**src/design/cdml_pkg.sv**
```systemverilog
// Shared constants, types and helper functions for the CD position converter.
package cdml_pkg;

	// CD timing constants
	localparam int unsigned LEAD_IN_SECTORS    = 150;
	localparam int unsigned FRAMES_PER_SECOND  = 75;
	localparam int unsigned SECONDS_PER_MINUTE = 60;
	localparam int unsigned MAX_ENCODABLE      = 449849;

	// Field widths
	localparam int unsigned SECTOR_IN_W  = 20;
	localparam int unsigned SECTOR_OUT_W = 21;
	localparam int unsigned BCD_W        = 8;
	localparam int unsigned BCD7_W       = 7;
	localparam int unsigned BYTE_VAL_W   = 8;   // decoded byte, up to 165
	localparam int unsigned MS_VAL_W     = 14;  // minutes*60 + seconds, up to 10065
	localparam int unsigned TOTAL_W      = 19;  // sector + lead-in, up to 449999

	// Reciprocal shifts for the constant dividers
	localparam int unsigned DIV_FRAME_SHIFT = 20;
	localparam int unsigned DIV_SEC_SHIFT   = 14;

	// Side data that rides along with the encode path
	typedef struct packed {
		logic                           op;
		logic                           rng;
		logic signed [SECTOR_OUT_W-1:0] sector;
	} side_t;

	// Two BCD nibbles to a binary value; nibbles above nine are taken as they are
	function automatic logic [BYTE_VAL_W-1:0] bcd_value(input logic [BCD_W-1:0] b);
		logic [BYTE_VAL_W-1:0] hi;
		logic [BYTE_VAL_W-1:0] lo;
		hi = BYTE_VAL_W'(b[7:4]);
		lo = BYTE_VAL_W'(b[3:0]);
		return (hi << 3) + (hi << 1) + lo;
	endfunction

	// Binary value below 100 to two BCD nibbles; tens by reciprocal 205/2048
	function automatic logic [BCD_W-1:0] to_bcd(input logic [BYTE_VAL_W-1:0] v);
		logic [15:0] prod;
		logic [3:0]  tens;
		logic [7:0]  units;
		prod  = 16'(v) * 16'd205;
		tens  = prod[14:11];
		units = v - ((8'(tens) << 3) + (8'(tens) << 1));
		return {tens, units[3:0]};
	endfunction

endpackage

```
**src/design/cd_msf_lba_converter.sv**
```systemverilog
// Top level of the CD position converter: BCD minute:second:frame <-> sector number.
//
// Requests enter on start with operation and the input fields; busy is always low,
// so a new request is taken in every cycle. Each request gives one result,
// shown for one cycle with done high.
// Throughput is one request per cycle; latency is set by the encode path:
// one input stage, two three-stage constant dividers (by 75 and by 60) and
// one BCD output stage. The decode path (weighted nibbles, *60, *75, -150)
// is shorter and rides alongside to stay in order.
// Operation 0 gives sector_out and zero BCD fields; operation 1 gives BCD
// fields and zero sector_out, with range_error set and zero BCD fields for a
// sector above 99:59:74.
// Reset clears the valid bits, so no done strobe comes out of the flush.
// The receiver cannot stall; results must be taken in the cycle they appear.
module cd_msf_lba_converter (
	input  logic                                  clk,
	input  logic                                  arst_n,
	input  logic                                  start,
	output logic                                  busy,
	input  logic                                  operation,
	input  logic [cdml_pkg::SECTOR_IN_W-1:0]      sector_in,
	input  logic [cdml_pkg::BCD_W-1:0]            minute_bcd_in,
	input  logic [cdml_pkg::BCD_W-1:0]            second_bcd_in,
	input  logic [cdml_pkg::BCD_W-1:0]            frame_bcd_in,
	output logic                                  done,
	output logic signed [cdml_pkg::SECTOR_OUT_W-1:0] sector_out,
	output logic [cdml_pkg::BCD_W-1:0]            minute_bcd_out,
	output logic [cdml_pkg::BCD7_W-1:0]           second_bcd_out,
	output logic [cdml_pkg::BCD7_W-1:0]           frame_bcd_out,
	output logic                                  range_error
);

	localparam int unsigned SW  = cdml_pkg::SECTOR_OUT_W;
	localparam int unsigned BVW = cdml_pkg::BYTE_VAL_W;
	localparam int unsigned MSW = cdml_pkg::MS_VAL_W;
	localparam int unsigned TW  = cdml_pkg::TOTAL_W;
	localparam int unsigned SQW = TW - $clog2(cdml_pkg::FRAMES_PER_SECOND) + 1;
	localparam int unsigned FRW = $clog2(cdml_pkg::FRAMES_PER_SECOND);
	localparam int unsigned MQW = SQW - $clog2(cdml_pkg::SECONDS_PER_MINUTE) + 1;
	localparam int unsigned SRW = $clog2(cdml_pkg::SECONDS_PER_MINUTE);

	logic accept;
	logic over_max;

	// stage 1
	logic           valid_s1, op_s1, rng_s1;
	logic [BVW-1:0] mval_s1, sval_s1, fval_s1;
	logic [TW-1:0]  total_s1;
	// stage 2
	logic           valid_s2, op_s2, rng_s2;
	logic [MSW-1:0] ms_s2;
	logic [BVW-1:0] fval_s2;
	// stage 3
	logic           valid_s3;
	cdml_pkg::side_t side_s3;
	// stages 4 to 7
	cdml_pkg::side_t side_s4, side_s5, side_s6, side_s7;
	logic [FRW-1:0] frame_s5, frame_s6, frame_s7;
	// divider outputs
	logic           valid_s4, valid_s7;
	logic [SQW-1:0] secs_s4;
	logic [FRW-1:0] frame_s4;
	logic [MQW-1:0] min_s7;
	logic [SRW-1:0] sec_s7;
	// output stage
	logic                     done_s8;
	logic signed [SW-1:0]     sector_s8;
	logic [cdml_pkg::BCD_W-1:0]  min_s8;
	logic [cdml_pkg::BCD7_W-1:0] sec_s8, frm_s8;
	logic                     rng_s8;

	logic [cdml_pkg::BCD_W-1:0] min_bcd, sec_bcd, frm_bcd;

	// pipeline never holds off a request
	assign busy     = 1'b0;
	assign accept   = start && !busy;
	assign over_max = sector_in > cdml_pkg::SECTOR_IN_W'(cdml_pkg::MAX_ENCODABLE);

	// valid bits of the top-level stages
	always_ff @(posedge clk or negedge arst_n) begin
		if (!arst_n) begin
			valid_s1 <= 1'b0;
			valid_s2 <= 1'b0;
			valid_s3 <= 1'b0;
			done_s8  <= 1'b0;
		end else begin
			valid_s1 <= accept;
			valid_s2 <= valid_s1;
			valid_s3 <= valid_s2;
			done_s8  <= valid_s7;
		end
	end

	// stage 1: nibble decode, range check, add lead-in
	always_ff @(posedge clk) begin
		op_s1   <= operation;
		rng_s1  <= operation && over_max;
		mval_s1 <= cdml_pkg::bcd_value(minute_bcd_in);
		sval_s1 <= cdml_pkg::bcd_value(second_bcd_in);
		fval_s1 <= cdml_pkg::bcd_value(frame_bcd_in);
		if (operation && !over_max)
			total_s1 <= TW'(sector_in + cdml_pkg::SECTOR_IN_W'(cdml_pkg::LEAD_IN_SECTORS));
		else
			total_s1 <= '0;
	end

	// stage 2: minutes * 60 + seconds
	always_ff @(posedge clk) begin
		op_s2   <= op_s1;
		rng_s2  <= rng_s1;
		ms_s2   <= MSW'(mval_s1) * MSW'(cdml_pkg::SECONDS_PER_MINUTE) + MSW'(sval_s1);
		fval_s2 <= fval_s1;
	end

	// stage 3: * 75 + frame - lead-in, wraps to 21 bits
	always_ff @(posedge clk) begin
		side_s3.op     <= op_s2;
		side_s3.rng    <= rng_s2;
		side_s3.sector <= signed'(SW'(ms_s2) * SW'(cdml_pkg::FRAMES_PER_SECOND)
			+ SW'(fval_s2) - SW'(cdml_pkg::LEAD_IN_SECTORS));
	end

	// frames per second split, stages 2 to 4
	cdml_cdiv #(
		.DW      (TW),
		.DIVISOR (cdml_pkg::FRAMES_PER_SECOND),
		.SHIFT   (cdml_pkg::DIV_FRAME_SHIFT)
	) u_div_frame (
		.clk       (clk),
		.arst_n    (arst_n),
		.in_valid  (valid_s1),
		.dividend  (total_s1),
		.out_valid (valid_s4),
		.quotient  (secs_s4),
		.remainder (frame_s4)
	);

	// seconds per minute split, stages 5 to 7
	cdml_cdiv #(
		.DW      (SQW),
		.DIVISOR (cdml_pkg::SECONDS_PER_MINUTE),
		.SHIFT   (cdml_pkg::DIV_SEC_SHIFT)
	) u_div_sec (
		.clk       (clk),
		.arst_n    (arst_n),
		.in_valid  (valid_s4),
		.dividend  (secs_s4),
		.out_valid (valid_s7),
		.quotient  (min_s7),
		.remainder (sec_s7)
	);

	// side data delay to line up with the dividers
	always_ff @(posedge clk) begin
		side_s4  <= side_s3;
		side_s5  <= side_s4;
		side_s6  <= side_s5;
		side_s7  <= side_s6;
		frame_s5 <= frame_s4;
		frame_s6 <= frame_s5;
		frame_s7 <= frame_s6;
	end

	// BCD encode of the split parts
	always_comb begin
		min_bcd = cdml_pkg::to_bcd(BVW'(min_s7));
		sec_bcd = cdml_pkg::to_bcd(BVW'(sec_s7));
		frm_bcd = cdml_pkg::to_bcd(BVW'(frame_s7));
	end

	// stage 8: select per operation, zero unused fields
	always_ff @(posedge clk) begin
		rng_s8 <= side_s7.op && side_s7.rng;
		if (side_s7.op)
			sector_s8 <= '0;
		else
			sector_s8 <= side_s7.sector;
		if (side_s7.op && !side_s7.rng) begin
			min_s8 <= min_bcd;
			sec_s8 <= sec_bcd[cdml_pkg::BCD7_W-1:0];
			frm_s8 <= frm_bcd[cdml_pkg::BCD7_W-1:0];
		end else begin
			min_s8 <= '0;
			sec_s8 <= '0;
			frm_s8 <= '0;
		end
	end

	assign done           = done_s8;
	assign sector_out     = sector_s8;
	assign minute_bcd_out = min_s8;
	assign second_bcd_out = sec_s8;
	assign frame_bcd_out  = frm_s8;
	assign range_error    = rng_s8;

	a_range_zero_bcd: assert property (@(posedge clk) disable iff (!arst_n)
		done && range_error |-> (minute_bcd_out == '0 && second_bcd_out == '0
			&& frame_bcd_out == '0 && sector_out == '0))
		else $error("range error with nonzero fields");

	a_decode_only: assert property (@(posedge clk) disable iff (!arst_n)
		done && sector_out != '0 |-> (!range_error && minute_bcd_out == '0
			&& second_bcd_out == '0 && frame_bcd_out == '0))
		else $error("decode result carries encode fields");

	a_bcd_digits: assert property (@(posedge clk) disable iff (!arst_n)
		done |-> (minute_bcd_out[3:0] <= 4'd9 && minute_bcd_out[7:4] <= 4'd9
			&& second_bcd_out[3:0] <= 4'd9 && frame_bcd_out[3:0] <= 4'd9))
		else $error("BCD output holds a digit above nine");

endmodule

```
**src/design/cdml_cdiv.sv**
```systemverilog
// Three-stage pipelined divider by a constant: reciprocal multiply and one correction.
module cdml_cdiv #(
	parameter int unsigned DW      = cdml_pkg::TOTAL_W,
	parameter int unsigned DIVISOR = cdml_pkg::FRAMES_PER_SECOND,
	// SHIFT must keep the estimate within one of the true quotient over DW bits
	parameter int unsigned SHIFT   = cdml_pkg::DIV_FRAME_SHIFT,
	parameter int unsigned QW      = DW - $clog2(DIVISOR) + 1,
	parameter int unsigned RW      = $clog2(DIVISOR)
) (
	input  logic          clk,
	input  logic          arst_n,
	input  logic          in_valid,
	input  logic [DW-1:0] dividend,
	output logic          out_valid,
	output logic [QW-1:0] quotient,
	output logic [RW-1:0] remainder
);

	localparam int unsigned RECIP = (2 ** SHIFT) / DIVISOR;
	localparam int unsigned MW    = $clog2(RECIP + 1);
	localparam int unsigned PW    = DW + MW;

	logic          valid_s1, valid_s2, valid_s3;
	logic [PW-1:0] prod_s1;
	logic [DW-1:0] dvd_s1;
	logic [QW-1:0] qest_s2;
	logic [RW:0]   rest_s2;
	logic [QW-1:0] quot_s3;
	logic [RW-1:0] rem_s3;

	logic [QW-1:0] qest;
	logic [DW-1:0] qmul;

	// estimate quotient and remainder
	always_comb begin
		qest = QW'(prod_s1 >> SHIFT);
		qmul = DW'(qest) * DW'(DIVISOR);
	end

	// valid line
	always_ff @(posedge clk or negedge arst_n) begin
		if (!arst_n) begin
			valid_s1 <= 1'b0;
			valid_s2 <= 1'b0;
			valid_s3 <= 1'b0;
		end else begin
			valid_s1 <= in_valid;
			valid_s2 <= valid_s1;
			valid_s3 <= valid_s2;
		end
	end

	// data stages
	always_ff @(posedge clk) begin
		prod_s1 <= PW'(dividend) * PW'(RECIP);
		dvd_s1  <= dividend;
		qest_s2 <= qest;
		rest_s2 <= (RW + 1)'(dvd_s1 - qmul);
		// estimate may be one short
		if (rest_s2 >= (RW + 1)'(DIVISOR)) begin
			quot_s3 <= qest_s2 + QW'(1);
			rem_s3  <= RW'(rest_s2 - (RW + 1)'(DIVISOR));
		end else begin
			quot_s3 <= qest_s2;
			rem_s3  <= RW'(rest_s2);
		end
	end

	assign out_valid = valid_s3;
	assign quotient  = quot_s3;
	assign remainder = rem_s3;

	a_rem_below_divisor: assert property (@(posedge clk) disable iff (!arst_n)
		out_valid |-> (32'(remainder) < 32'(DIVISOR)))
		else $error("divider remainder not below divisor");

	a_quot_exact: assert property (@(posedge clk) disable iff (!arst_n)
		out_valid |-> ((32'(quotient) * 32'(DIVISOR) + 32'(remainder))
			== 32'($past(dividend, 3))))
		else $error("divider result does not rebuild the dividend");

	a_valid_delay: assert property (@(posedge clk) disable iff (!arst_n)
		out_valid |-> $past(in_valid, 3))
		else $error("divider output valid without a request three cycles earlier");

endmodule
```
**config.mk**
```make
export PLATFORM = sky130hd
export DESIGN_NAME = cd_msf_lba_converter
export DESIGN_NICKNAME = d
export VERILOG_FILES = /design/src/design/cdml_pkg.sv /design/src/design/cd_msf_lba_converter.sv /design/src/design/cdml_cdiv.sv
export SDC_FILE = /design/constraint.sdc
export NUM_CORES = 1
export LEC_CHECK = 0
export BUFFER_PORTS_ARGS = -buffer_cell sky130_fd_sc_hd__buf_2
export CORE_MARGIN = 2
export CORE_UTILIZATION = 60
export DETAILED_ROUTE_END_ITERATION = 10
export MAX_ROUTING_LAYER = met4
export PLACE_DENSITY = 0.78
export SLEW_MARGIN = 10
export SYNTH_ARGS = -nofsm -noshare
export SYNTH_HDL_FRONTEND = slang
export SYNTH_HIERARCHICAL = 1
export SYNTH_SLANG_ARGS = --single-unit
export TNS_END_PERCENT = 5
```
**constraint.sdc**
```tcl
create_clock -name clk -period 14.6 [get_ports clk]
set_input_delay 2.19 -clock clk [delete_from_list [all_inputs] [get_ports clk]]
set_output_delay 2.19 -clock clk [all_outputs]
set_load 0.02 [all_outputs]
```
# Word-level counts from Yosys, hierarchy flattened
# Index checks and enable logic that the tools add are counted.
# word_totals
register_bits	397
in_bits	48
out_inout_bits	46
word_cells	97
# classes
add_sub_neg	22
multipliers	9
order_cmp	3
muxes	4
reduce_logical	6
# ops
cell	n
19-bit by 14-bit multiplier with 33-bit output, second input constant	1
7-bit by 5-bit adder with 8-bit output	3
8-bit by 4-bit adder with 8-bit output	3
13-bit by 9-bit multiplier with 22-bit output, second input constant	1
21-bit by 8-bit adder with 21-bit output	1
14-bit by 7-bit multiplier with 21-bit output, second input constant	1
21-bit by 8-bit subtractor with 21-bit output, second input constant	1
20-bit by 19-bit > comparator with 1-bit output, second input constant	1
19-bit by 8-bit adder with 19-bit output, second input constant	1
8-bit by 8-bit multiplier with 15-bit output, second input constant	1
14-bit by 8-bit adder with 14-bit output	1
6-bit by 8-bit multiplier with 14-bit output, second input constant	1
7-bit by 8-bit multiplier with 14-bit output, second input constant	1
13-bit by 1-bit adder with 13-bit output, second input constant	1
13-bit by 7-bit multiplier with 8-bit output, second input constant	1
13-bit 2-to-1 mux	1
4-bit adder	3
8-bit by 4-bit multiplier with 12-bit output, second input constant	1
4-bit subtractor	3
8-bit by 1-bit adder with 8-bit output, second input constant	1
8-bit by 7-bit greater-or-equal comparator with 1-bit output, second input constant	1
8-bit by 4-bit multiplier with 5-bit output, second input constant	1
8-bit 2-to-1 mux	1
8-bit subtractor	1
8 further kinds	12

# Depth between registers and ports, before layout
# Gate-level depths: netlist (run 1).
# logic_depth
depth_word	3
ltp_mapped	22
depth_no_buf	22

# Modules after synthesis
# The synthesis (run 1) kept the hierarchy.
# modules_own_cells
mod	n_inst	cells_each	area_each_um2	seq_area_each_um2
cd_msf_lba_converter	1	1096	12406.9	5034.8
cdml_cdiv (u_div_frame)	1	727	7528.5	1316.3
cdml_cdiv (u_div_sec)	1	220	2483.6	955.9

# Worst setup path before layout (run 1)
# No wires, ideal clock.
# synth_path
kind	register to register
startpoint	register total_s1[15]
endpoint	register u_div_frame.prod_s1[30]
setup_ps	120
arrival_time_ps	5283
t_required_ps	14480
slack_ps	9197
stages_incl_launch_ff	22
n_path_buf	0
period_less_slack_ps	5403
path_cell_list	dfxtp_1 inv_1 fa_1 inv_1 ha_1 inv_1 fa_1 inv_1 fa_1 fa_1 inv_1 fa_1 inv_1 ha_1 and4_1 o2111ai_1 o31ai_2 a21o_1 a211oi_4 o21ai_2 nor4b_2 a211o_1
# synth_via
elab_chain_len	1
# synth_lines
item	line_no	text
from (decl)	cd_msf_lba_converter.sv:48	logic [TW-1:0] total_s1;
from (signal assigned)	cd_msf_lba_converter.sv:102	total_s1 <= TW'(sector_in + cdml_pkg::SECTOR_IN_W'(cdml_pkg::LEAD_IN_SECTORS));
19-bit by 14-bit multiplier with 33-bit output	cdml_cdiv.sv:55	prod_s1 <= PW'(dividend) * PW'(RECIP);
to (signal assigned)	cdml_cdiv.sv:55	
to (decl)	cdml_cdiv.sv:24	logic [PW-1:0] prod_s1;
# No other way between the ends.
# A chain may end at the register's enable or synchronous reset.

# Final worst setup path (run 1)
# layout_path
startpoint	register total_s1[14]
endpoint	register u_div_frame.prod_s1[30]
# Same word-level chain as after synthesis.

==> impl_metrics.toml, run 1 <==
[status]
outcome = "completed"

[logic_synthesis]
yosysWarnings = 6
synth_cells = 2043
syn_avg_cell_area_um2 = 11.0
synthTopCellsByCount = "435 x inv_1, 416 x ha_1, 355 x dfxtp_1, 207 x fa_1, 109 x xnor2_1"
synth_area_leaders = "dfxtp_1 32%, ha_1 23%, fa_1 18%"
ys_seq_elements = 363
synth_edf_count = 0
synthFlopType = "dfxtp_1"
yosysTopAreaCell = "dfxtp_1"
synth_cell_type_count = 77
yosysMostFrequentCell = "inv_1"
netlist_area_mm2 = 0.0224
synth-async-reset-ratio = 0.0220
netlist.area_leader.share = 0.317
ys_seq_area_frac = 0.326
synth_fp_nets = 2714

[floorplanning]
core_area_mm2 = 0.0367
rows = 70
initial_utilization = 0.611
dieWidth_um = 197
die_height_um = 197
ios = 94
dieArea_mm2 = 0.0389

[global_routing]
grt_pass1_vias = 14000
overflow = 0
antenna_found_initial = 0
grt_first_pass_wirelength_um = 62500
grt_start_max_net_pins = 28
track_usage = 0.201

[layout]
drive_gt1_frac = 0.0797
syn_to_final_growth_pct = 9.78
diodes = 0
final_nets = 2838
finalInstanceArea_mm2 = 0.0246

[detailed_routing]
drc = 0
wl_um = 36300
dr.pass1.iters = 4
drt_iter0_drc = 413
routedWlPerCell_um = 13.6
detail-route-antenna-nets = 0
vias = 13300
vias_per_cell = 4.99

[clock_network]
clk_pin_slew_worst_paths_ns = 0.06
cts_sinks = 363
tritoncts = "yes"
hold_buffers = 0
clk_latency_ns = 0.53
root_buffer = "clkbuf_16"
clockBufferDepth = 3
cts_buffers = 38
cts-htree-levels = 2
post_cts_buffers = 0
post_cts_resized = 0

[critical_path]
crit_chain = "inv_1, fa_1, inv_1, ha_1, inv_1, fa_1, inv_1, fa_1, fa_1, inv_1, fa_1, inv_1, ha_1, and4_1, o2111ai_1, o31ai_2, a21o_1, a211oi_4, o21ai_2, nor4b_2, a211o_1"
path_delay_family = "adder cells"
crit_required_ns = 15.00
critPathCaptureType = "register"
max_stage_delay_ns = 0.55
path_class = "reg2reg"
critPathMaxFanout = 5
cpMostUsedCell = "inv_1"
cp.arrival_ns = 6.30
critPathBufInv = 6
crit_path_start_kind = "register"
critPathSlowestCell = "fa_1"

[placed_design]
dp_hpwl_um = 30600
place_congestion = 0.919
portBuffers = 92
placed_area_mm2 = 0.0234

[timing]
min_period_ns = 5.90
setup_viol = 0
hold_viol = 0
skew_ns = 0.0207
fmax_ghz = 0.170
worst_slew_pin_slew_ns = 0.873
relSlewSlack = 0.417
slew_violations = 0
fin_crit_sh = 0.404
rsz0062_at_grt = "no"
whs_ns = 0.311
finalSetupTns_ns = 0

[job]
drv_cap = 0

[min_path]
min_path_type = "reg2reg"
[per-stage QoR]
step | worst slack (ns) | util | cells
5_1_grt | 8.37 | 0.671 | 2663
2_1_floorplan | 9.20 | - | 2043
6_report | 8.70 | 0.671 | 2663
3_3_place_gp | 8.91 | 0.638 | 2595
3_5_place_dp | 8.72 | 0.638 | 2595
4_1_cts | 8.69 | 0.671 | 2663
[layout by cell type (no fill, tap or decap), types with 33 or more instances in the layout]
| cell type | n |
|---|---|
| nand2_1 | 69 |
| a21o_1 | 33 |
| fa_1 | 207 |
| a21oi_1 | 65 |
| ha_1 | 416 |
| clkbuf_16 | 39 |
| inv_1 | 435 |
| xnor2_1 | 109 |
| buf_2 | 92 |
| nor2_1 | 61 |
| nor2b_1 | 33 |
| xor2_1 | 51 |
| dfxtp_1 | 355 |
[final timing paths]
kind | to | from | slack [ns] | depth (start not counted)
setup / recovery | u_div_frame/prod_s1[30]$_DFF_P_ | total_s1[14]$_SDFF_PN0_ | 8.70 | 21
min in group asynchronous | u_div_sec/valid_s2$_DFF_PN0_ | arst_n | 1.49 | 1
setup reg to reg | u_div_frame/prod_s1[30]$_DFF_P_ | total_s1[14]$_SDFF_PN0_ | 8.70 | 21
hold reg to reg | side_s5[1]$_DFF_P_ | side_s4[1]$_DFF_P_ | 0.31 | 0
hold / removal | side_s5[1]$_DFF_P_ | side_s4[1]$_DFF_P_ | 0.31 | 0
max in group asynchronous | u_div_frame/out_valid$_DFF_PN0_ | arst_n | 12.95 | 1
[layout make-up]
cell class,count,area (µm²)
well taps,468,586
repair buffers,92,460
clock inverters,13,108
fillers,2733,12100
multi-input cells,1235,13400
inverters,437,1640
flip-flops and latches,363,7310
clock buffers,55,1080
[worst reg2reg max path, cell delays in order, from the launching register on]
cell	delay, ns
dfxtp_1	0.43
inv_1	0.18
fa_1	0.55
inv_1	0.05
ha_1	0.26
inv_1	0.05
fa_1	0.51
inv_1	0.05
fa_1	0.47
fa_1	0.55
inv_1	0.05
fa_1	0.49
inv_1	0.05
ha_1	0.31
and4_1	0.24
o2111ai_1	0.14
o31ai_2	0.37
a21o_1	0.29
a211oi_4	0.11
o21ai_2	0.25
nor4b_2	0.09
a211o_1	0.27
[kinds of logic after synthesis]
logic type / synth area share
DFF: 0.326
adders and majority gates: 0.417
buffers and inverters: 0.0748
muxes: 0.000893
and+or+nand+nor: 0.0553
other: 0.000167
xor gates and xnor gates: 0.0655
AOI/OAI and AO/OA: 0.0604
[registers in the layout, summed over array words and instances, names as in the netlist, 14 cells and up]
signal      cells
side_s3        23
side_s4        23
side_s5        23
side_s6        23
side_s7        23
sector_out     21
total_s1       19
ms_s2          14
[per-layer routing]
layer  track usage  share of wire
met1         0.249           0.46
met2         0.342           0.48
met3        0.0360          0.044
met4        0.0482          0.016
met5             -              0
Power of run 1 is left out: the tool's default activity adds up to more than one toggle a clock period on the data nets, which glitch-free logic cannot reach.
==> run 2, diff against run 1 <==
Settings changed: CORE_UTILIZATION 60 to 57, PLACE_DENSITY 0.78 to 0.77.
Clock period 14.6 ns to 5.11 ns, I/O delays scaled along.
==> impl_metrics.toml, run 2 (synthesis results as in run 1) <==
[floorplanning]
dieWidth_um = 202
rows = 72
dieArea_mm2 = 0.0409
initial_utilization = 0.579
die_height_um = 202
core_area_mm2 = 0.0387
ios = 94

[placed_design]
portBuffers = 92
place_congestion = 0.901
dp_hpwl_um = 31100
dp_cells = 2683

[global_routing]
grt_pass1_vias = 14500
grt_first_pass_wirelength_um = 65600
grt_start_max_net_pins = 28
antenna_found_initial = 0
overflow = 0
track_usage = 0.199

[detailed_routing]
wirelength_met1_um = 16800
routedWlPerCell_um = 13.5
met3_length_um = 1600
drc = 0
wl_met2_um = 18000
vias_per_cell = 4.88
dr.pass1.iters = 4
detail-route-antenna-nets = 0
topRoutingLayerUsed = "met4"
vias = 13400
wl_um = 37300
drt_iter0_drc = 334

[critical_path]
critPathMaxFanout = 5
critPathCaptureType = "register"
r2r_start = "total_s1[7]$_SDFF_PN0_"
rr_worst_depth = 18
crit_required_ns = 5.59
crit_path_start_kind = "register"
path_class = "reg2reg"
cp.arrival_ns = 5.78
startpoint = "total_s1[7]$_SDFF_PN0_"

[clock_network]
clockBufferDepth = 3
clk_pin_slew_worst_paths_ns = 0.06
cts_sinks = 363
cts_buffers = 37
cts-htree-levels = 2
tritoncts = "yes"
clk_latency_ns = 0.55
root_buffer = "clkbuf_16"

[min_path]
min_path_type = "in2async"

[layout]
layout_commonest_cell = "inv_1"
diodes = 0
layout_common_cells = "418 x inv_1, 403 x ha_1, 341 x dfxtp_1"
layout.cells.non_filler = 2753
drive_gt1_frac = 0.124
final_nets = 2879
syn_to_final_growth_pct = 13.2

[status]
violations = "setup timing"
outcome = "finished, violations left"

[timing]
fin_crit_sh = 1.04
finalSetupTns_ns = -0.995
slew_violations = 0
rsz0062_at_grt = "yes"
relSlewSlack = 0.441
fin_ws_ns = -0.198
hold_viol = 0
worst_slew_pin_slew_ns = 0.837
setup_viol = 7
skew_ns = 0.0149
fmax_ghz = 0.188
min_period_ns = 5.31

[job]
drv_cap = 0
-- run 2: cell count changes in the layout (fill, tap and decap cells not counted), moves of 5 or more --
cell / before / now
dfxtp_4: 0 / 12
clkbuf_1: 12 / 6
inv_2: 1 / 11
a21oi_1: 65 / 60
dfxtp_1: 355 / 341
ha_4: 0 / 12
inv_1: 435 / 418
inv_4: 0 / 7
ha_1: 416 / 403
buf_4: 0 / 41
-- run 2: worst paths after layout --
check / endpoint / slack (ns)
min in group clk: frame_s5[6]$_DFF_P_ / 0.32
min reg2reg: frame_s5[6]$_DFF_P_ / 0.32
max reg2reg: u_div_frame/prod_s1[30]$_DFF_P_ / -0.20
max in group asynchronous: valid_s1$_DFF_PN0_ / 4.90
min: u_div_sec/valid_s2$_DFF_PN0_ / 0.05
max: u_div_frame/prod_s1[30]$_DFF_P_ / -0.20
-- run 2: per-layer routing --
| layer | track usage | vias up |
|---|---|---|
| li1 | - | 6849 |
| met1 | 0.246 | 6310 |
| met2 | 0.339 | 215 |
| met3 | 0.0350 | 73 |
| met4 | 0.0498 | 0 |
| met5 | - | - |
-- run 2: area by class of cell --
| cell class | count | area [µm²] |
|---|---|---|
| Clock buffer | 48 | 1040 |
| Clock inverter | 18 | 210 |
| Fill cell | 3002 | 13400 |
| Inverter | 437 | 1660 |
| Multi-Input combinational cell | 1235 | 13700 |
| Sequential cell | 363 | 7350 |
| Tap cell | 518 | 648 |
| Timing Repair Buffer | 134 | 779 |
-- run 2: metrics by stage --
stage / area, µm² / util / hold slack (ns) / worst slack (ns)
6_report: 25400 / 0.655 / 0.0506 / -0.198
5_1_grt: 25400 / 0.655 / 0.0387 / -0.398
4_1_cts: 25300 / 0.653 / 0.0329 / -0.169
3_5_place_dp: 24000 / 0.619 / 0.312 / -0.249
3_3_place_gp: 24000 / 0.619 / 0.310 / -0.0689
2_1_floorplan: 22600 / - / 0.310 / -0.0280
-- run 2: what timing repair did --
| action | in CTS | in global routing |
|---|---|---|
| resized for setup | 9 | 10 |
| setup buffers | 1 | 3 |
| setup endpoints to repair | 8 | 12 |
| pin swaps | 9 | 22 |
| hold buffers | 0 | 0 |
-- run 2: critical path: stages (launching register included) --
cell      delay [ns]
dfxtp_4         0.38
buf_4           0.15
fa_1            0.59
ha_4            0.23
ha_4            0.24
fa_1            0.53
fa_1            0.55
inv_1           0.05
fa_1            0.49
inv_1           0.05
ha_1            0.32
a2111o_1        0.41
a21oi_4         0.17
o31ai_4         0.07
a21o_1          0.23
a211oi_4        0.32
o21ai_4         0.12
nor4b_2         0.23
a211o_1         0.13
Power of run 2 is left out for the same reason.
==> run 3, diff against run 2 <==
Settings changed: PLACE_DENSITY 0.77 to 0.84.
==> impl_metrics.toml, run 3 (synthesis results as in run 1) <==
[status]
violations = "setup timing"
outcome = "finished, violations left"

[clock_network]
cts_sinks = 363
cts_buffers = 38
clockBufferDepth = 3
clk_pin_slew_worst_paths_ns = 0.06
tritoncts = "yes"
hold_buffers = 0
cts-htree-levels = 2
clk_latency_ns = 0.54
root_buffer = "clkbuf_16"

[global_routing]
grt_pass1_vias = 14700
grt_first_pass_wirelength_um = 66700
grt_start_max_net_pins = 28
antenna_found_initial = 0
overflow = 0
track_usage = 0.202

[timing]
relSlewSlack = 0.447
setup_viol = 6
slew_violations = 0
worst_slew_pin_slew_ns = 0.828
fin_ws_ns = -0.138
rsz0062_at_grt = "yes"
hold_viol = 0
finalSetupTns_ns = -0.419
fin_crit_sh = 1.03
skew_ns = 0.0153
fmax_ghz = 0.191
min_period_ns = 5.25

[floorplanning]
dieArea_mm2 = 0.0409
rows = 72
die_height_um = 202
dieWidth_um = 202
core_area_mm2 = 0.0387
ios = 94
initial_utilization = 0.579

[detailed_routing]
drc = 0
vias_per_cell = 4.94
detail-route-antenna-nets = 0
wl_um = 38200
dr.pass1.iters = 5
routedWlPerCell_um = 13.9
vias = 13600
drt_iter0_drc = 420

[layout]
syn_to_final_growth_pct = 12.9
multi_input_area_mm2 = 0.0136
regArea_mm2 = 0.00735
drive_gt1_frac = 0.121
layout_common_cells = "421 x inv_1, 406 x ha_1, 341 x dfxtp_1"
layout_commonest_cell = "inv_1"
fillers = 2904
diodes = 0
final_nets = 2877

[placed_design]
place_congestion = 0.910
dp_hpwl_um = 31600
portBuffers = 92

[critical_path]
path_class = "reg2reg"
crit_required_ns = 5.58
cp.arrival_ns = 5.72
crit_path_start_kind = "register"
critPathMaxFanout = 5
rr_worst_depth = 22
critPathCaptureType = "register"

[job]
drv_cap = 0

[min_path]
min_path_type = "in2async"
## run 3: stage by stage
step | utilization | instance area (µm²) | cells | hold WS, ns | setup slack (ns)
final | 0.653 | 25300 | 2752 | 0.0668 | -0.138
after global routing | 0.653 | 25300 | 2752 | 0.0457 | -0.320
after CTS | 0.653 | 25300 | 2752 | 0.0438 | -0.125
after detailed placement | 0.619 | 24000 | 2683 | 0.312 | -0.196
after global placement | 0.619 | 24000 | 2683 | 0.310 | -0.0877
after floorplan | - | 22600 | 2043 | 0.310 | -0.0280
## run 3: critical path, stage by stage, from the launching register on
cell and delay (ns):
dfxtp_4 0.36, inv_6 0.05, fa_1 0.55, inv_1 0.05
ha_1 0.27, inv_1 0.05, fa_1 0.49, inv_2 0.04
fa_1 0.46, fa_1 0.50, inv_1 0.05, fa_1 0.49
inv_2 0.05, ha_4 0.21, a21oi_2 0.12, o21ai_2 0.09
a211oi_4 0.23, o31ai_4 0.11, a21o_1 0.21, a211oi_4 0.27
o21ai_4 0.12, nor4b_2 0.26, a211o_1 0.15
## run 3: worst paths after layout
check	startpoint	endpoint	slack [ns]
worst max-delay path	total_s1[11]$_SDFF_PN0_	u_div_frame/prod_s1[30]$_DFF_P_	-0.14
worst min-delay path	arst_n	valid_s1$_DFF_PN0_	0.07
worst max register to register	total_s1[11]$_SDFF_PN0_	u_div_frame/prod_s1[30]$_DFF_P_	-0.14
worst min register to register	rng_s2$_DFF_P_	side_s3[21]$_DFF_P_	0.32
max in group asynchronous	arst_n	done$_DFF_PN0_	4.88
min in group clk	rng_s2$_DFF_P_	side_s3[21]$_DFF_P_	0.32
## run 3: cell type report
cell class | instances | area share
multi-input combinational | 1235 | 0.539
sequential | 363 | 0.291
inverter | 437 | 0.0656
clock buffer | 50 | 0.0409
timing repair buffer | 131 | 0.0298
tap | 518 | 0.0256
clock inverter | 18 | 0.00846
## run 3: metal layers
layer | share of wire | wire length [µm] | up-vias | GRT usage
met3 | 0.033 | 1260 | 58 | 0.0258
met4 | 0.018 | 692 | 0 | 0.0508
met2 | 0.51 | 19300 | 224 | 0.357
met1 | 0.44 | 16900 | 6475 | 0.244
li1 | - | - | 6826 | -
met5 | 0 | 0 | - | -
## run 3: timing repair
item | 4_1_cts | 5_1_grt
setup buffers | 1 | 0
setup endpoints to repair | 7 | 10
pin swaps | 9 | 3
gates resized for setup | 5 | 7
Power of run 3 is left out for the same reason.
